File: src/hw/rtl/emdh_pkg.sv
`default_nettype none

package emdh_pkg;

    localparam int RING_DAYS_DEF = 32;
    localparam int WEEK_DAYS     = 7;
    localparam int MONTH_DAYS    = 30;
    localparam int WALK_CNT_W    = $clog2(MONTH_DAYS + 1);

    localparam int KWH_UNITS     = 360000;
    localparam int ACC_W         = 19;
    localparam int KMOD_TOP      = 999;
    localparam int MWH_MAX       = 32767;
    localparam int WH_MUL        = 45;

    localparam logic [15:0] DATE_LO = 16'h0101;
    localparam logic [15:0] DATE_HI = 16'h1231;

    localparam int SUM_W         = 21;
    localparam int PROD_W        = SUM_W + 16;
    localparam int WEEK_AVG_K    = 65535 / 7;
    localparam int MONTH_TENTH_K = 65535 / 10;
    localparam int MONTH_AVG_K   = 65535 / 30;

    localparam int S_TDATA_W     = 40;
    localparam int M_TDATA_W     = 136;

    typedef enum logic [1:0] {
        MUL_WEEK_AVG,
        MUL_MONTH_TENTH,
        MUL_MONTH_AVG,
        MUL_DRAIN
    } mul_step_t;

    typedef struct packed {
        logic      take;
        logic      store;
        logic      rd_issue;
        logic      rd_first;
        logic      dat_proc;
        logic      dat_first;
        logic      week_mark;
        logic      mul_en;
        mul_step_t mul_step;
        logic      out_load;
    } emdh_cmd_t;

    typedef struct packed {
        logic out_free;
    } emdh_status_t;

endpackage

`default_nettype wire

File: src/hw/rtl/energy_meter_daily_history.sv
// An input goes through STORE, WALK and MUL to OUT, which loads m_tdata and raises
// m_tvalid, waiting while m_tready is low. A new input is taken only back in IDLE,
// after the walk over 30 ring entries through the single read port of the day ring.
// Reset (aresetn low, synchronous): counters, date, day pointer and all ring
// entries read as blank at once; no clearing pass.
`default_nettype none

module energy_meter_daily_history
    import emdh_pkg::*;
#(
    parameter int RING_DAYS = RING_DAYS_DEF
) (
    input  wire logic                  aclk,
    input  wire logic                  aresetn,
    input  wire logic                  s_tvalid,
    output logic                       s_tready,
    // power_tenths_kw[15:0], today_date[31:16], clear_totals[32], zero pad
    input  wire logic [S_TDATA_W-1:0]  s_tdata,
    output logic                       m_tvalid,
    input  wire logic                  m_tready,
    // watt_hours_partial[9:0], kwh_within_mwh[19:10], mwh_count[34:20],
    // kwh_today_count[50:35], kwh_yesterday_count[65:51], week_total[81:66],
    // week_average[97:82], month_total_tenth[113:98], month_average[129:114],
    // week_valid[130], month_valid[131], zero pad
    output logic [M_TDATA_W-1:0]       m_tdata
);

    emdh_cmd_t    cmd;
    emdh_status_t status;

    emdh_ctrl u_ctrl (
        .aclk     (aclk),
        .aresetn  (aresetn),
        .s_tvalid (s_tvalid),
        .s_tready (s_tready),
        .status   (status),
        .cmd      (cmd)
    );

    emdh_datapath #(
        .RING_DAYS (RING_DAYS)
    ) u_datapath (
        .aclk            (aclk),
        .aresetn         (aresetn),
        .cmd             (cmd),
        .status          (status),
        .power_tenths_kw (signed'(s_tdata[15:0])),
        .today_date      (s_tdata[31:16]),
        .clear_totals    (s_tdata[32]),
        .m_tready        (m_tready),
        .m_tvalid        (m_tvalid),
        .m_tdata         (m_tdata)
    );

endmodule

`default_nettype wire

File: src/hw/rtl/emdh_ctrl.sv
`default_nettype none

module emdh_ctrl
    import emdh_pkg::*;
(
    input  wire logic         aclk,
    input  wire logic         aresetn,
    input  wire logic         s_tvalid,
    output logic              s_tready,
    input  wire emdh_status_t status,
    output emdh_cmd_t         cmd
);

    typedef enum logic [2:0] {
        ST_IDLE,
        ST_STORE,
        ST_WALK,
        ST_MUL,
        ST_OUT
    } state_t;

    state_t                  state_reg;
    logic [WALK_CNT_W-1:0]   cnt_reg;

    assign s_tready = (state_reg == ST_IDLE);

    always_ff @(posedge aclk) begin
        if (!aresetn) begin
            state_reg <= ST_IDLE;
            cnt_reg   <= '0;
        end else begin
            unique case (state_reg)
                ST_IDLE: begin
                    if (s_tvalid) begin
                        state_reg <= ST_STORE;
                    end
                end
                ST_STORE: begin
                    cnt_reg   <= '0;
                    state_reg <= ST_WALK;
                end
                ST_WALK: begin
                    if (cnt_reg == WALK_CNT_W'(MONTH_DAYS)) begin
                        cnt_reg   <= '0;
                        state_reg <= ST_MUL;
                    end else begin
                        cnt_reg <= cnt_reg + 1'b1;
                    end
                end
                ST_MUL: begin
                    if (mul_step_t'(cnt_reg[1:0]) == MUL_DRAIN) begin
                        state_reg <= ST_OUT;
                    end else begin
                        cnt_reg <= cnt_reg + 1'b1;
                    end
                end
                ST_OUT: begin
                    if (status.out_free) begin
                        state_reg <= ST_IDLE;
                    end
                end
                default: state_reg <= ST_IDLE;
            endcase
        end
    end

    always_comb begin
        cmd          = '0;
        cmd.mul_step = mul_step_t'(cnt_reg[1:0]);
        unique case (state_reg)
            ST_IDLE:  cmd.take  = s_tvalid;
            ST_STORE: cmd.store = 1'b1;
            ST_WALK: begin
                cmd.rd_issue  = (cnt_reg < WALK_CNT_W'(MONTH_DAYS));
                cmd.rd_first  = (cnt_reg == '0);
                cmd.dat_proc  = (cnt_reg != '0);
                cmd.dat_first = (cnt_reg == WALK_CNT_W'(1));
                cmd.week_mark = (cnt_reg == WALK_CNT_W'(WEEK_DAYS));
            end
            ST_MUL:   cmd.mul_en   = 1'b1;
            ST_OUT:   cmd.out_load = status.out_free;
            default:  cmd          = '0;
        endcase
    end

endmodule

`default_nettype wire

File: src/hw/rtl/emdh_datapath.sv
`default_nettype none

module emdh_datapath
    import emdh_pkg::*;
#(
    parameter int RING_DAYS = RING_DAYS_DEF
) (
    input  wire logic                 aclk,
    input  wire logic                 aresetn,
    input  wire emdh_cmd_t            cmd,
    output emdh_status_t              status,
    input  wire logic signed [15:0]   power_tenths_kw,
    input  wire logic [15:0]          today_date,
    input  wire logic                 clear_totals,
    input  wire logic                 m_tready,
    output logic                      m_tvalid,
    output logic [M_TDATA_W-1:0]      m_tdata
);

    localparam int AW = $clog2(RING_DAYS);

    function automatic logic [AW-1:0] idx_inc(input logic [AW-1:0] i);
        idx_inc = (i == AW'(RING_DAYS - 1)) ? '0 : i + 1'b1;
    endfunction

    function automatic logic [AW-1:0] idx_dec(input logic [AW-1:0] i);
        idx_dec = (i == '0) ? AW'(RING_DAYS - 1) : i - 1'b1;
    endfunction

    logic [31:0]              ring_mem [RING_DAYS];
    logic [RING_DAYS-1:0]     ring_vld_reg;
    logic [RING_DAYS-1:0]     ring_vld_next;

    logic [ACC_W-1:0]         acc_reg;
    logic [ACC_W-1:0]         acc_snap_reg;
    logic [15:0]              today_reg;
    logic [9:0]               kmod_reg;
    logic [14:0]              mwh_reg;
    logic [AW-1:0]            ptr_reg;
    logic [15:0]              cur_date_reg;
    logic [15:0]              date_in_reg;

    logic [AW-1:0]            rd_addr_reg;
    logic [AW-1:0]            rd_addr_next;
    logic [AW-1:0]            y_addr_reg;
    logic [31:0]              rd_q_reg;
    logic                     rd_vld_reg;

    logic [14:0]              yest_reg;
    logic signed [SUM_W-1:0]  sum_reg;
    logic signed [SUM_W-1:0]  sum_next;
    logic                     ok_reg;
    logic                     ok_next;
    logic signed [SUM_W-1:0]  week_sum_reg;
    logic                     week_ok_reg;
    logic signed [PROD_W-1:0] prod_reg;
    logic [15:0]              week_avg_reg;
    logic [15:0]              month_tenth_reg;
    logic [15:0]              month_avg_reg;

    logic                     m_tvalid_reg;
    logic [M_TDATA_W-1:0]     m_tdata_reg;
    logic [M_TDATA_W-1:0]     out_word;

    logic signed [19:0]       acc_sum;
    logic signed [19:0]       acc_up;
    logic signed [19:0]       acc_dn;
    logic                     over;
    logic                     under;
    logic [ACC_W-1:0]         acc_next;
    logic [15:0]              today_next;
    logic [9:0]               kmod_next;
    logic [14:0]              mwh_next;

    logic [15:0]              e_date;
    logic [15:0]              e_kwh;
    logic                     e_ok;
    logic signed [SUM_W-1:0]  e_val;
    logic                     clamp;

    logic                     wr_en;
    logic [AW-1:0]            wr_addr;
    logic [31:0]              wr_data;

    logic signed [SUM_W-1:0]  mul_a;
    logic signed [15:0]       mul_k;
    logic [22:0]              wh_prod;

    // integrate one tick and count kWh up or down
    assign acc_sum = signed'({1'b0, acc_reg}) + 20'(power_tenths_kw);
    assign over    = !acc_sum[19] && (acc_sum[ACC_W-1:0] > ACC_W'(KWH_UNITS));
    assign under   = acc_sum[19];
    assign acc_up  = acc_sum - 20'(KWH_UNITS);
    assign acc_dn  = acc_sum + 20'(KWH_UNITS);

    always_comb begin
        acc_next   = acc_sum[ACC_W-1:0];
        today_next = today_reg;
        kmod_next  = kmod_reg;
        mwh_next   = mwh_reg;
        priority if (over) begin
            acc_next   = (acc_up[ACC_W-1:0] > ACC_W'(KWH_UNITS)) ? '0 : acc_up[ACC_W-1:0];
            today_next = today_reg + 1'b1;
            if (kmod_reg >= 10'(KMOD_TOP)) begin
                kmod_next = '0;
                if (mwh_reg < 15'(MWH_MAX)) begin
                    mwh_next = mwh_reg + 1'b1;
                end
            end else begin
                kmod_next = kmod_reg + 1'b1;
            end
        end else if (under) begin
            acc_next   = acc_dn[19] ? '0 : acc_dn[ACC_W-1:0];
            today_next = today_reg - 1'b1;
            if (kmod_reg == '0) begin
                if (mwh_reg != '0) begin
                    kmod_next = 10'(KMOD_TOP);
                    mwh_next  = mwh_reg - 1'b1;
                end
            end else begin
                kmod_next = kmod_reg - 1'b1;
            end
        end else begin
            acc_next = acc_sum[ACC_W-1:0];
        end
    end

    // mark today's entry written, blank the one after the new day
    always_comb begin
        ring_vld_next          = ring_vld_reg;
        ring_vld_next[ptr_reg] = 1'b1;
        if (date_in_reg != cur_date_reg) begin
            ring_vld_next[idx_inc(idx_inc(ptr_reg))] = 1'b0;
        end
    end

    always_ff @(posedge aclk) begin
        if (!aresetn) begin
            acc_reg      <= '0;
            today_reg    <= '0;
            kmod_reg     <= '0;
            mwh_reg      <= '0;
            ptr_reg      <= '0;
            cur_date_reg <= '0;
            ring_vld_reg <= '0;
        end else if (cmd.take) begin
            if (clear_totals) begin
                acc_reg      <= '0;
                today_reg    <= '0;
                kmod_reg     <= '0;
                mwh_reg      <= '0;
                ptr_reg      <= '0;
                ring_vld_reg <= '0;
            end else begin
                acc_reg   <= acc_next;
                today_reg <= today_next;
                kmod_reg  <= kmod_next;
                mwh_reg   <= mwh_next;
            end
        end else if (cmd.store) begin
            ring_vld_reg <= ring_vld_next;
            if (date_in_reg != cur_date_reg) begin
                cur_date_reg <= date_in_reg;
                today_reg    <= '0;
                ptr_reg      <= idx_inc(ptr_reg);
            end
        end
    end

    always_ff @(posedge aclk) begin
        if (cmd.take) begin
            acc_snap_reg <= acc_next;
            date_in_reg  <= today_date;
        end
    end

    // ring entry as read, blank where never written since the last clear
    assign e_date = rd_vld_reg ? rd_q_reg[31:16] : '0;
    assign e_kwh  = rd_vld_reg ? rd_q_reg[15:0]  : '0;
    assign e_ok   = (e_date >= DATE_LO) && (e_date <= DATE_HI);
    assign clamp  = (e_date != '0) && e_kwh[15];
    assign e_val  = SUM_W'(signed'(e_kwh));

    assign wr_en   = cmd.store || (cmd.dat_first && clamp);
    assign wr_addr = cmd.store ? ptr_reg : y_addr_reg;
    assign wr_data = cmd.store ? {cur_date_reg, today_reg} : {e_date, 16'h0000};

    always_ff @(posedge aclk) begin
        if (wr_en) begin
            ring_mem[wr_addr] <= wr_data;
        end
    end

    assign rd_addr_next = cmd.rd_first ? idx_dec(ptr_reg) : idx_dec(rd_addr_reg);

    always_ff @(posedge aclk) begin
        if (cmd.rd_issue) begin
            rd_addr_reg <= rd_addr_next;
            rd_q_reg    <= ring_mem[rd_addr_next];
            rd_vld_reg  <= ring_vld_reg[rd_addr_next];
            if (cmd.rd_first) begin
                y_addr_reg <= rd_addr_next;
            end
        end
    end

    always_comb begin
        if (cmd.dat_first) begin
            ok_next  = e_ok;
            sum_next = (e_ok && !clamp) ? e_val : '0;
        end else begin
            ok_next  = ok_reg && e_ok;
            sum_next = e_ok ? sum_reg + e_val : sum_reg;
        end
    end

    always_ff @(posedge aclk) begin
        if (cmd.dat_proc) begin
            sum_reg <= sum_next;
            ok_reg  <= ok_next;
            if (cmd.dat_first) begin
                yest_reg <= (clamp || (e_date == '0)) ? '0 : e_kwh[14:0];
            end
            if (cmd.week_mark) begin
                week_sum_reg <= sum_next;
                week_ok_reg  <= ok_next;
            end
        end
    end

    // one shared multiplier, product registered before the shift
    always_comb begin
        unique case (cmd.mul_step)
            MUL_WEEK_AVG: begin
                mul_a = week_sum_reg;
                mul_k = 16'(WEEK_AVG_K);
            end
            MUL_MONTH_TENTH: begin
                mul_a = sum_reg;
                mul_k = 16'(MONTH_TENTH_K);
            end
            MUL_MONTH_AVG: begin
                mul_a = sum_reg;
                mul_k = 16'(MONTH_AVG_K);
            end
            default: begin
                mul_a = sum_reg;
                mul_k = '0;
            end
        endcase
    end

    always_ff @(posedge aclk) begin
        if (cmd.mul_en) begin
            prod_reg <= PROD_W'(mul_a) * PROD_W'(mul_k);
            unique case (cmd.mul_step)
                MUL_WEEK_AVG:    ;
                MUL_MONTH_TENTH: week_avg_reg    <= prod_reg[31:16];
                MUL_MONTH_AVG:   month_tenth_reg <= prod_reg[31:16];
                MUL_DRAIN:       month_avg_reg   <= prod_reg[31:16];
                default:         ;
            endcase
        end
    end

    assign wh_prod = 23'(acc_snap_reg[ACC_W-1:2]) * 23'(WH_MUL);

    always_ff @(posedge aclk) begin
        if (!aresetn) begin
            m_tvalid_reg <= 1'b0;
        end else if (cmd.out_load) begin
            m_tvalid_reg <= 1'b1;
        end else if (m_tready) begin
            m_tvalid_reg <= 1'b0;
        end
    end

    always_comb begin
        out_word          = '0;
        out_word[9:0]     = wh_prod[21:12];
        out_word[19:10]   = kmod_reg;
        out_word[34:20]   = mwh_reg;
        out_word[50:35]   = today_reg;
        out_word[65:51]   = yest_reg;
        if (week_ok_reg) begin
            out_word[81:66] = week_sum_reg[15:0];
            out_word[97:82] = week_avg_reg;
            out_word[130]   = 1'b1;
            if (ok_reg) begin
                out_word[113:98]  = month_tenth_reg;
                out_word[129:114] = month_avg_reg;
                out_word[131]     = 1'b1;
            end
        end
    end

    always_ff @(posedge aclk) begin
        if (cmd.out_load) begin
            m_tdata_reg <= out_word;
        end
    end

    assign status.out_free = !m_tvalid_reg || m_tready;
    assign m_tvalid        = m_tvalid_reg;
    assign m_tdata         = m_tdata_reg;

endmodule

`default_nettype wire
File: config.mk
export PLATFORM = sky130hd
export DESIGN_NAME = energy_meter_daily_history
export DESIGN_NICKNAME = d
export VERILOG_FILES = /design/src/hw/rtl/emdh_pkg.sv /design/src/hw/rtl/energy_meter_daily_history.sv /design/src/hw/rtl/emdh_ctrl.sv /design/src/hw/rtl/emdh_datapath.sv
export SDC_FILE = /design/constraint.sdc
export NUM_CORES = 2
export LEC_CHECK = 0
export BUFFER_PORTS_ARGS = -buffer_cell sky130_fd_sc_hd__buf_2
export CAP_MARGIN = 5
export CORE_MARGIN = 10
export CORE_UTILIZATION = 35
export DETAILED_ROUTE_END_ITERATION = 8
export GPL_TIMING_DRIVEN = 0
export MAX_ROUTING_LAYER = met4
export PLACE_DENSITY_LB_ADDON = 0.08
export SYNTH_ARGS = -nofsm -noshare
export SYNTH_HDL_FRONTEND = slang
export SYNTH_SLANG_ARGS = --single-unit
File: constraint.sdc
create_clock -name aclk -period 18.91 [get_ports aclk]
set_clock_uncertainty 0.05 [all_clocks]
set_input_delay 4.7275 -clock aclk [delete_from_list [all_inputs] [get_ports aclk]]
set_output_delay 4.7275 -clock aclk [all_outputs]
set_load 0.01 [all_outputs]
==> metrics.cfg <==
[detailed_routing]
ant_nets=0
vias=48450
drtIter0Drc=4132
drt-total-wl_mm=232.9
wl_per_cell_um=25.23
first_pass_iters=7
via_per_inst=5.247
drc=0

[die]
start_util_pct=35.14
io_pins=182
die_area_um2=221300
row_count=165
coreArea_um2=202100
die_x_um=470.5
die_height_um=470.5

[sta]
hold_viol=0
hold_ws_ps=368.4
worst_slew_pin_slew_ps=1428
finalSetupTns_ps=0
period_share_pct=54.62
fmax_mhz=96.82
slew_headroom_pct=4.814
drv_slew=0
rsz0062_at_grt=no
layout_min_cycle_time_ps=10330
setup_viol=0

[clocking]
hold_buffers=0
clockBufferDepth=3
post-cts-setup-buffers=0
insertion_delay_ps=820
cts_max_level=4
cts.sink_count=1477
cts-resized-gates=0
clockRootBuffer=clkbuf_16
cts_tree=done
cts_buffers=168
clkTransAtPathRegs_ps=60

[yosys]
synth_top_flop_cell=edfxtp_1
synthDominantAreaCellType=edfxtp_1
postSynth.asyncResetShare_pct=0
yosysSeqAreaShare_pct=60.73
synth_most_common_cell=edfxtp_1
ys_seq_elements=1477
mappedNetlistArea_um2=71020
synth_common_cells=1,355 x edfxtp_1, 1,274 x nand2_1, 320 x nand3_1
syn_area_per_cell_um2=11.81
yosys_warnings=0
syn_inst=6015
yosysUniqueCellTypes=92
synth_top_area_share_pct=57.29
synthTopCellsByArea=edfxtp_1 57%, nand2_1 6.7%, fa_1 5.5%, ha_1 4.5%, dfxtp_1 3.4%
synth_edf_count=1355

[global_routing]
first_global_vias=47850
grt-ovfl-total=0
gr-usage-all-layers_pct=21.10
grt_pass1_wl_mm=338.1
antenna_found_initial=17
grt_max_degree=66

[setup_path]
crit_path_end_kind=flip-flop
cp.required_ps=19570
crit_path_max_fanout=19
critPathLaunchType=input port
critical_path_arrival_ps=10990
path_class=in -> reg

[layout]
largest_reg_flops=1024
area_growth_syn_to_layout_pct=16.07
layout.nets=6917
drive_above_1_share_pct=9.020

[run]
drv_cap=0

[placed_design]
dp_hpwl_mm=172.2
gp_congestion=0.9616
numPortBuffers=169

[pwr]
p_leak_nw=30.31
vdd_drop_max_v=0.0002614
p_total_mw=13.66
power_density_nw_per_um2=165.7

[hold_path]
hold_class=reg -> reg

[outcome]
status=completed

final cells by class:
type | count | area (um^2)
Tap cell | 2672 | 3343
Buffer | 336 | 1296
Fill cell | 19220 | 119700
Multi-Input combinational cell | 3883 | 25770
Timing Repair Buffer | 234 | 2347
Sequential cell | 1477 | 43130
Inverter | 322 | 1209
Clock buffer | 208 | 4404
Clock inverter | 92 | 908.4
Antenna cell | 10 | 25.02
critical path, stage by stage:
cell,delay [ps]
buf_2,100
ha_1,240
fa_1,450
a211oi_4,320
o21ai_2,160
a2111oi_2,430
nor2_1,170
o21a_1,280
o311a_1,450
a211oi_4,410
nand2_2,170
clkbuf_2,390
buf_16,290
ha_1,280
a21o_1,100
a21o_1,140
nand2_1,70
a21oi_1,220
nand4_1,170
a31oi_1,260
a31oi_1,180
o21ai_0,350
xnor2_1,130
a211o_1,290
and3_1,180
final timing paths:
check | start | endpoint | slack, ps | cells after the start
hold reg to reg | u_datapath.yest_reg[5] | u_datapath.m_tdata[56] | 370 | 0
setup / recovery | s_tdata[0] | u_datapath.today_reg[15] | 8580 | 25
setup reg to reg | u_ctrl.state_reg[2] | u_datapath.prod_reg[31] | 9790 | 30
hold / removal | u_datapath.yest_reg[5] | u_datapath.m_tdata[56] | 370 | 0
logic make-up after synthesis:
kind of cell / after synthesis / share of synthesized area, %
AOI/OAI and AO/OA: 865 / 8.649
xor gates and xnor gates: 124 / 1.529
adders and majority gates: 451 / 9.996
buffers and inverters: 658 / 3.518
DFF: 1477 / 60.73
muxes: 32 / 0.4510
other: 1 / 0.005280
and+or+nand+nor: 2407 / 15.12
placed cells by master, fill, tap and decap left out, types with 72 or more instances in the layout:
master | synthesis | layout
edfxtp_1 | 1355 | 1355
nand2_1 | 1274 | 1264
nand3_1 | 320 | 320
clkbuf_1 | 289 | 319
inv_1 | 318 | 317
nor2_1 | 295 | 258
ha_1 | 257 | 257
a311oi_1 | 235 | 235
a21oi_1 | 229 | 228
fa_1 | 194 | 194
and3_1 | 184 | 183
buf_2 | 10 | 180
clkbuf_16 | 0 | 168
dfxtp_1 | 122 | 122
xnor2_1 | 72 | 72
per-stage QoR:
stage               setup WS (ps)  utilization [%]  cells  instance area [um^2]
CTS                          8540            40.77   9223                 82400
global route                 8165            40.78   9228                 82420
finish                       8581            40.79   9234                 82430
detailed placement           7665            38.14   8923                 77090
global placement             6867            37.22   8859                 75220
floorplan                    8602                -   6018                 71030
power breakdown:
group / leakage (nW) / switching (mW) / internal [mW] / total [mW]
logic: 15.1 / 3.94 / 2.45 / 6.40
clock network: 2.59 / 1.37 / 1.81 / 3.18
registers: 12.7 / 0.0778 / 4.00 / 4.07
total: 30.3 / 5.39 / 8.26 / 13.7
metal layers:
| metal | share of wire, % | vias to the layer above | global-route usage (%) | wire length [um] |
|---|---|---|---|---|
| met4 | 3.1 | 0 | 6.219 | 7241 |
| met3 | 5.7 | 299 | 3.689 | 13360 |
| met5 | 0 | - | - | 0 |
| met2 | 46 | 1410 | 32.62 | 106300 |
| met1 | 46 | 24190 | 28.44 | 106000 |
| li1 | - | 22550 | - | - |
Power figures use the tool's default switching activity.
